$ cat src/rtl/core/gh94_pkg.sv
// Shared types, constants and functions of the GOST 94 hash engine.
`default_nettype none
package gh94_pkg;

	typedef logic [31:0] word_t;
	typedef word_t [7:0] block_t;

	localparam logic [3:0] SBOX [8][16] = '{
		'{4'd10, 4'd4, 4'd5, 4'd6, 4'd8, 4'd1, 4'd3, 4'd7,
		  4'd13, 4'd12, 4'd14, 4'd0, 4'd9, 4'd2, 4'd11, 4'd15},
		'{4'd5, 4'd15, 4'd4, 4'd0, 4'd2, 4'd13, 4'd11, 4'd9,
		  4'd1, 4'd7, 4'd6, 4'd3, 4'd12, 4'd14, 4'd10, 4'd8},
		'{4'd7, 4'd15, 4'd12, 4'd14, 4'd9, 4'd4, 4'd1, 4'd0,
		  4'd3, 4'd11, 4'd5, 4'd2, 4'd6, 4'd10, 4'd8, 4'd13},
		'{4'd4, 4'd10, 4'd7, 4'd12, 4'd0, 4'd15, 4'd2, 4'd8,
		  4'd14, 4'd1, 4'd6, 4'd5, 4'd13, 4'd11, 4'd9, 4'd3},
		'{4'd7, 4'd6, 4'd4, 4'd11, 4'd9, 4'd12, 4'd2, 4'd10,
		  4'd1, 4'd8, 4'd0, 4'd14, 4'd15, 4'd13, 4'd3, 4'd5},
		'{4'd7, 4'd6, 4'd2, 4'd4, 4'd13, 4'd9, 4'd15, 4'd0,
		  4'd10, 4'd1, 4'd5, 4'd11, 4'd8, 4'd14, 4'd12, 4'd3},
		'{4'd13, 4'd14, 4'd4, 4'd1, 4'd7, 4'd0, 4'd5, 4'd10,
		  4'd3, 4'd12, 4'd8, 4'd15, 4'd6, 4'd2, 4'd9, 4'd11},
		'{4'd1, 4'd3, 4'd10, 4'd9, 4'd5, 4'd11, 4'd4, 4'd15,
		  4'd8, 4'd6, 4'd7, 4'd14, 4'd13, 4'd0, 4'd2, 4'd12}
	};

	localparam block_t KEY_CONST = '{
		32'hff00ffff, 32'h000000ff, 32'hff0000ff, 32'h00ffff00,
		32'h00ff00ff, 32'h00ff00ff, 32'hff00ff00, 32'hff00ff00
	};

	localparam logic [63:0] BLOCK_BITS = 64'd256;

	function automatic word_t round_f(input word_t x);
		word_t y;
		for (int n = 0; n < 8; n++) begin
			y[4*n +: 4] = SBOX[n][x[4*n +: 4]];
		end
		return {y[20:0], y[31:21]};
	endfunction

	function automatic block_t key_gen(input block_t w);
		block_t k;
		for (int j = 0; j < 2; j++) begin
			for (int b = 0; b < 4; b++) begin
				for (int c = 0; c < 4; c++) begin
					k[4*j + b][8*c +: 8] = w[2*c + j][8*b +: 8];
				end
			end
		end
		return k;
	endfunction

endpackage
`default_nettype wire

$ cat src/rtl/core/gh94_compress.sv
// Iterative compression unit: key generation, one cipher round per cycle, psi mixing.
`default_nettype none
module gh94_compress (
	input  wire              clk,
	input  wire              arst_n,
	input  wire              start,
	input  gh94_pkg::block_t h_in,
	input  gh94_pkg::block_t m_in,
	output logic             done,
	output gh94_pkg::block_t h_out
);
	import gh94_pkg::*;

	typedef enum logic [2:0] {S_IDLE, S_KEY, S_ROUND, S_X, S_Y, S_H} state_t;

	state_t     state_q;
	block_t     h_q, m_q, u_q, v_q, key_q, s_q, x_q, y_q;
	word_t      a_q, b_q;
	logic [4:0] rnd_q;
	logic [1:0] pair_q;

	logic [2:0] idx;
	word_t      fval;
	block_t     u_nx, v_nx, x_c, y_c, h_c;

	function automatic word_t sl(input word_t w);
		return {w[15:0], 16'h0000};
	endfunction
	function automatic word_t sr(input word_t w);
		return {16'h0000, w[31:16]};
	endfunction
	function automatic word_t lo(input word_t w);
		return {16'h0000, w[15:0]};
	endfunction
	function automatic word_t hi(input word_t w);
		return {w[31:16], 16'h0000};
	endfunction

	assign idx  = (rnd_q < 5'd24) ? rnd_q[2:0] : ~rnd_q[2:0];
	assign fval = round_f(key_q[idx] + (rnd_q[0] ? b_q : a_q));

	always_comb begin
		for (int j = 0; j < 6; j++) begin
			u_nx[j] = u_q[j+2];
		end
		u_nx[6] = u_q[0] ^ u_q[2];
		u_nx[7] = u_q[1] ^ u_q[3];
		if (pair_q == 2'd1) begin
			u_nx = u_nx ^ KEY_CONST;
		end
		v_nx[0] = v_q[4];
		v_nx[2] = v_q[6];
		v_nx[4] = v_q[0] ^ v_q[2];
		v_nx[6] = v_q[4] ^ v_q[2];
		v_nx[1] = v_q[5];
		v_nx[3] = v_q[7];
		v_nx[5] = v_q[1] ^ v_q[3];
		v_nx[7] = v_q[5] ^ v_q[3];
	end

	always_comb begin
		x_c[0] = m_q[0] ^ s_q[6];
		x_c[1] = m_q[1] ^ s_q[7];
		x_c[2] = m_q[2] ^ sl(s_q[0]) ^ sr(s_q[0]) ^ lo(s_q[0]) ^ lo(s_q[1]) ^ sr(s_q[1])
			^ sl(s_q[2]) ^ s_q[6] ^ sl(s_q[6]) ^ hi(s_q[7]) ^ sr(s_q[7]);
		x_c[3] = m_q[3] ^ lo(s_q[0]) ^ sl(s_q[0]) ^ lo(s_q[1]) ^ sl(s_q[1]) ^ sr(s_q[1])
			^ sl(s_q[2]) ^ sr(s_q[2]) ^ sl(s_q[3]) ^ s_q[6] ^ sl(s_q[6]) ^ sr(s_q[6])
			^ lo(s_q[7]) ^ sl(s_q[7]) ^ sr(s_q[7]);
		x_c[4] = m_q[4] ^ hi(s_q[0]) ^ sl(s_q[0]) ^ sr(s_q[0]) ^ hi(s_q[1]) ^ sr(s_q[1])
			^ sl(s_q[2]) ^ sr(s_q[2]) ^ sl(s_q[3]) ^ sr(s_q[3]) ^ sl(s_q[4]) ^ sl(s_q[6])
			^ sr(s_q[6]) ^ lo(s_q[7]) ^ sl(s_q[7]) ^ sr(s_q[7]);
		x_c[5] = m_q[5] ^ sl(s_q[0]) ^ sr(s_q[0]) ^ hi(s_q[0]) ^ lo(s_q[1]) ^ s_q[2]
			^ sr(s_q[2]) ^ sl(s_q[3]) ^ sr(s_q[3]) ^ sl(s_q[4]) ^ sr(s_q[4]) ^ sl(s_q[5])
			^ sl(s_q[6]) ^ sr(s_q[6]) ^ hi(s_q[7]) ^ sl(s_q[7]) ^ sr(s_q[7]);
		x_c[6] = m_q[6] ^ s_q[0] ^ sr(s_q[1]) ^ sl(s_q[2]) ^ s_q[3] ^ sr(s_q[3])
			^ sl(s_q[4]) ^ sr(s_q[4]) ^ sl(s_q[5]) ^ sr(s_q[5]) ^ s_q[6] ^ sl(s_q[6])
			^ sr(s_q[6]) ^ sl(s_q[7]);
		x_c[7] = m_q[7] ^ hi(s_q[0]) ^ sl(s_q[0]) ^ lo(s_q[1]) ^ sl(s_q[1]) ^ sr(s_q[2])
			^ sl(s_q[3]) ^ s_q[4] ^ sr(s_q[4]) ^ sl(s_q[5]) ^ sr(s_q[5]) ^ sr(s_q[6])
			^ lo(s_q[7]) ^ sl(s_q[7]) ^ sr(s_q[7]);
	end

	always_comb begin
		for (int j = 0; j < 7; j++) begin
			y_c[j] = h_q[j] ^ sl(x_q[j+1]) ^ sr(x_q[j]);
		end
		y_c[7] = h_q[7] ^ hi(x_q[0]) ^ sl(x_q[0]) ^ sr(x_q[7]) ^ hi(x_q[1]) ^ sl(x_q[1])
			^ sl(x_q[6]) ^ hi(x_q[7]);
	end

	always_comb begin
		h_c[0] = hi(y_q[0]) ^ sl(y_q[0]) ^ sr(y_q[0]) ^ sr(y_q[1]) ^ hi(y_q[1]) ^ sl(y_q[2])
			^ sr(y_q[3]) ^ sl(y_q[4]) ^ sr(y_q[5]) ^ y_q[5] ^ sr(y_q[6]) ^ sl(y_q[7])
			^ sr(y_q[7]) ^ lo(y_q[7]);
		h_c[1] = sl(y_q[0]) ^ sr(y_q[0]) ^ hi(y_q[0]) ^ lo(y_q[1]) ^ y_q[2] ^ sr(y_q[2])
			^ sl(y_q[3]) ^ sr(y_q[4]) ^ sl(y_q[5]) ^ sl(y_q[6]) ^ y_q[6] ^ hi(y_q[7])
			^ sr(y_q[7]);
		h_c[2] = lo(y_q[0]) ^ sl(y_q[0]) ^ sl(y_q[1]) ^ sr(y_q[1]) ^ hi(y_q[1]) ^ sl(y_q[2])
			^ sr(y_q[3]) ^ y_q[3] ^ sl(y_q[4]) ^ sr(y_q[5]) ^ y_q[6] ^ sr(y_q[6])
			^ lo(y_q[7]) ^ sl(y_q[7]) ^ sr(y_q[7]);
		h_c[3] = sl(y_q[0]) ^ sr(y_q[0]) ^ hi(y_q[0]) ^ hi(y_q[1]) ^ sr(y_q[1]) ^ sl(y_q[2])
			^ sr(y_q[2]) ^ y_q[2] ^ sl(y_q[3]) ^ sr(y_q[4]) ^ y_q[4] ^ sl(y_q[5])
			^ sl(y_q[6]) ^ lo(y_q[7]) ^ sr(y_q[7]);
		h_c[4] = sr(y_q[0]) ^ sl(y_q[1]) ^ y_q[1] ^ sr(y_q[2]) ^ y_q[2] ^ sl(y_q[3])
			^ sr(y_q[3]) ^ y_q[3] ^ sl(y_q[4]) ^ sr(y_q[5]) ^ y_q[5] ^ sl(y_q[6])
			^ sr(y_q[6]) ^ sl(y_q[7]);
		h_c[5] = sl(y_q[0]) ^ hi(y_q[0]) ^ sl(y_q[1]) ^ sr(y_q[1]) ^ hi(y_q[1]) ^ sl(y_q[2])
			^ y_q[2] ^ sr(y_q[3]) ^ y_q[3] ^ sl(y_q[4]) ^ sr(y_q[4]) ^ y_q[4] ^ sl(y_q[5])
			^ sl(y_q[6]) ^ sr(y_q[6]) ^ y_q[6] ^ sl(y_q[7]) ^ sr(y_q[7]) ^ hi(y_q[7]);
		h_c[6] = y_q[0] ^ y_q[2] ^ sr(y_q[2]) ^ y_q[3] ^ sl(y_q[3]) ^ y_q[4] ^ sr(y_q[4])
			^ sl(y_q[5]) ^ sr(y_q[5]) ^ y_q[5] ^ sl(y_q[6]) ^ sr(y_q[6]) ^ y_q[6]
			^ sl(y_q[7]) ^ y_q[7];
		h_c[7] = y_q[0] ^ sr(y_q[0]) ^ sl(y_q[1]) ^ sr(y_q[1]) ^ sl(y_q[2]) ^ sr(y_q[3])
			^ y_q[3] ^ sl(y_q[4]) ^ y_q[4] ^ sr(y_q[5]) ^ y_q[5] ^ sl(y_q[6]) ^ sr(y_q[6])
			^ sl(y_q[7]) ^ y_q[7];
	end

	always_ff @(posedge clk or negedge arst_n) begin
		if (!arst_n) begin
			state_q <= S_IDLE;
			done    <= 1'b0;
			rnd_q   <= '0;
			pair_q  <= '0;
		end else begin
			done <= 1'b0;
			case (state_q)
				S_IDLE: begin
					if (start) begin
						h_q     <= h_in;
						m_q     <= m_in;
						u_q     <= h_in;
						v_q     <= m_in;
						pair_q  <= '0;
						state_q <= S_KEY;
					end
				end
				S_KEY: begin
					key_q   <= key_gen(u_q ^ v_q);
					a_q     <= h_q[{pair_q, 1'b0}];
					b_q     <= h_q[{pair_q, 1'b1}];
					rnd_q   <= '0;
					state_q <= S_ROUND;
				end
				S_ROUND: begin
					if (rnd_q[0]) begin
						a_q <= a_q ^ fval;
					end else begin
						b_q <= b_q ^ fval;
					end
					rnd_q <= rnd_q + 5'd1;
					if (rnd_q == 5'd31) begin
						s_q[{pair_q, 1'b0}] <= b_q;
						s_q[{pair_q, 1'b1}] <= a_q ^ fval;
						if (pair_q == 2'd3) begin
							state_q <= S_X;
						end else begin
							u_q     <= u_nx;
							v_q     <= v_nx;
							pair_q  <= pair_q + 2'd1;
							state_q <= S_KEY;
						end
					end
				end
				S_X: begin
					x_q     <= x_c;
					state_q <= S_Y;
				end
				S_Y: begin
					y_q     <= y_c;
					state_q <= S_H;
				end
				S_H: begin
					h_out   <= h_c;
					done    <= 1'b1;
					state_q <= S_IDLE;
				end
				default: state_q <= S_IDLE;
			endcase
		end
	end

endmodule
`default_nettype wire

$ cat config.mk
export PLATFORM = sky130hd
export DESIGN_NAME = gh94_compress
export DESIGN_NICKNAME = d
export VERILOG_FILES = /design/src/rtl/core/gh94_pkg.sv /design/src/rtl/core/gh94_compress.sv
export SDC_FILE = /design/constraint.sdc
export NUM_CORES = 2
export LEC_CHECK = 0
export CAP_MARGIN = 5
export CORE_UTILIZATION = 64
export CTS_CLUSTER_SIZE = 16
export DETAILED_ROUTE_END_ITERATION = 16
export DONT_BUFFER_PORTS = 1
export PLACE_DENSITY = 0.9
export SKIP_LAST_GASP = 1
export SYNTH_ARGS = -nofsm -noshare
export SYNTH_HDL_FRONTEND = slang
export SYNTH_SLANG_ARGS = --single-unit
$ cat constraint.sdc
create_clock -name clk -period 71.6 [get_ports clk]
set_input_delay 7.16 -clock clk [delete_from_list [all_inputs] [get_ports clk]]
set_output_delay 7.16 -clock clk [all_outputs]
set_load 0.05 [all_outputs]
==> flow_summary.ini <==
[worst_setup_path]
timing.rr.start = rnd_q[3]$_DFFE_PN0N_
path_cells = o21ai_0, a211oi_4, buf_12, buf_4, buf_4, buf_4
crit_start = start
crit_required_ps = 72100
crit_path_start_kind = input port
worst-setup-path-type = input port to flop
critical_path_arrival_ps = 11150
crit_buf_inv = 4
path_common_cell = buf_4
cp_max_fo = 196
cp_top_family = buffers and inverters
cp_slowest_cell = buf_4
end_kind = flop
slowest_delay_ps = 930

[global_routing]
grt_max_degree = 216
grt_pass1_vias = 62900
grt-ovfl-total = 0
grt_pass1_wl_um = 428000
grt_antenna_before_repair = 70
grt_util_all_layers = 0.341

[route]
drt-total-wl_um = 306000
drcViolationCount = 0
viasPerCell = 6.06
drt_iter0_markers = 7969
vias = 63500
wl_per_cell_um = 29.1
drt_pass1_iterations = 8
postRouteAntennaNets = 0

[placement]
dp_slack_ps = 60120
placed_cells = 9944
io_buffers = 0
place_congestion = 0.977
hpwl_um = 222000

[logic_synthesis]
synth.largest_area_cell = edfxtp_1
yosys-top-cells-area = edfxtp_1, xnor2_1, xor2_1
syn_avg_cell_area_um2 = 14.4
ys_seq_area_frac = 0.636
syn-num-nets = 8387
ys_types = 69
syn-instance-count = 7798
ys_warn_count = 0
synth_area_mm2 = 0.112
ys.flop_type = edfxtp_1
synth_seq_cells = 2379
async_flop_share = 0.00462
synth_edf_count = 2368
synth_top_area_share = 0.634

[pwr]
power_w = 0.00580
ir_drop_v = 0.0000590
power_density_mw_per_mm2 = 47.3
p_leak_nw = 41.2

[final_layout]
layout-drive-gt1-share = 0.0812
finalNonFillerCells = 10500
register_area_mm2 = 0.0714
n_fill_cell = 10700
multi_input_area_mm2 = 0.0399
nets = 8436
area.growth.synth_to_final_pct = 9.41

[floorplanning]
start_util = 0.645
fp.dieArea_mm2 = 0.177
die_y_um = 421
core_mm2 = 0.174
row_count = 153
fp.dieW_um = 421
io_pins = 772

[timing]
setup_ws_ps = 60950
finalSetupTns_ps = 0
timing.final.setup_violations = 0
maxSlewHeadroom = 0.190
rsz0062_at_grt = no
period_needed_ps = 10650
slew_viol_final = 0
skew_ps = 59.5
clock.fmax_mhz = 93.9
hold_ws_ps = 540
post-route-period-util = 0.149
hold_viol = 0
tightest_slew_ps = 1220

[clocking]
cts_tree = done
cts_buffers = 226
cts.clk_slew.worst_paths_ps = 60
postCtsHoldBufs = 0
htree_levels = 4
clockBufferDepth = 3
root_buffer = clkbuf_16
cts_sinks = 2379
post-cts-setup-buffer-count = 0
ctsResizeCount = 0
clkLatencyLatePin_ps = 910

[worst_hold_path]
min-delay-path-class = flop to flop
hp-start = m_q[26]$_DFFE_PP_

[status]
outcome = finished clean

[run]
cap_violations = 0
## synthesized netlist by cell type (all sizes together), types with 12 or more instances
| cell | n |
|---|---|
| edfxtp | 2368 |
| mux2 | 80 |
| ha | 73 |
| mux2i | 17 |
| nor2 | 35 |
| nor3 | 12 |
| inv | 38 |
| a21oi | 57 |
| buf | 33 |
| o21ai | 362 |
| clkbuf | 201 |
| and2 | 104 |
| nor2b | 39 |
| xnor2 | 1890 |
| nand2 | 1090 |
| xor2 | 1133 |
| nand2b | 13 |
| mux4 | 134 |
## cell usage in the layout (no fill, tap or decap), types with 10 or more instances in the layout
cell type      n
a211oi_1      10
a21o_1        11
a21oi_1       56
and2_1       100
buf_4         49
bufinv_16     28
clkbuf_1      34
clkbuf_16    227
clkinv_1      49
clkinv_2      39
clkinv_4      12
clkinvlp_4    18
diode_2      120
edfxtp_1    2368
ha_1          69
inv_1         37
mux2_2        80
mux2i_1       17
mux4_2       134
nand2_1     1088
nand2b_1      12
nand3_1       11
nor2_1        31
nor2b_1       37
nor3_1        10
o21ai_0      355
xnor2_1     1885
xor2_1      1131
## per-layer routing
layer | share of wire | vias to the layer above | global-route usage
li1 | - | 27200 | -
met1 | 0.34 | 31500 | 0.404
met2 | 0.49 | 3864 | 0.557
met3 | 0.11 | 849 | 0.0866
met4 | 0.069 | 30 | 0.215
met5 | 0.00075 | - | 0
## sequential cells by signal (all words and copies together), names as in the netlist
signal and cells:
key_q 256, h_out 256, y_q 256, u_q 256
done 1, x_q 256, v_nx 128, a_q 32
h_q 256, state_q 3, v_q 128, rnd_q 5
pair_q 2, m_q 256, s_q 256, b_q 32
## final timing paths
path,end,slack [ps],cells after the start
worst max register to register,a_q[9]$_DFFE_PP_,64190,23
worst max-delay path,u_q[141]$_DFFE_PP_,60950,6
worst min-delay path,x_q[26]$_DFFE_PP_,540,1
min in group asynchronous,done$_DFF_PN0_,5970,0
max in group asynchronous,pair_q[0]$_DFFE_PN0P_,65540,0
worst min register to register,x_q[26]$_DFFE_PP_,540,1
## cell families (layout without fill, tap and decap cells)
group / after synthesis / in the layout / share of synthesized area
AOI/OAI and AO/OA: 490 / 490 / 0.0242
and+or+nand+nor: 1327 / 1327 / 0.0489
muxes: 231 / 231 / 0.0364
other: 0 / 120 / 0
xor gates and xnor gates: 3025 / 3025 / 0.237
DFF: 2379 / 2379 / 0.636
adders and majority gates: 74 / 74 / 0.00832
buffers and inverters: 272 / 516 / 0.00915
## report_power, final
part / switching, W / internal (W) / total, W
clock network: 0.000541 / 0.000687 / 0.00123
registers: 0.000211 / 0.00198 / 0.00219
logic: 0.00156 / 0.000824 / 0.00238
## final cells by class
cell class | instances | area share
diodes | 120 | 0.00245
clock buffers | 261 | 0.0473
clock inverters | 162 | 0.0145
inverters | 38 | 0.00116
multi-input cells | 5147 | 0.325
flip-flops and latches | 2379 | 0.582
well taps | 2325 | 0.0237
repair buffers | 55 | 0.00398
## per-stage QoR
| stage | area, um2 | utilization |
|---|---|---|
| 2_1_floorplan | 112000 | - |
| 3_3_place_gp | 115000 | 0.660 |
| 3_5_place_dp | 115000 | 0.660 |
| 4_1_cts | 122000 | 0.704 |
| 5_1_grt | 123000 | 0.705 |
| 6_report | 123000 | 0.705 |
Note: power is estimated with default switching activity, not from simulation.
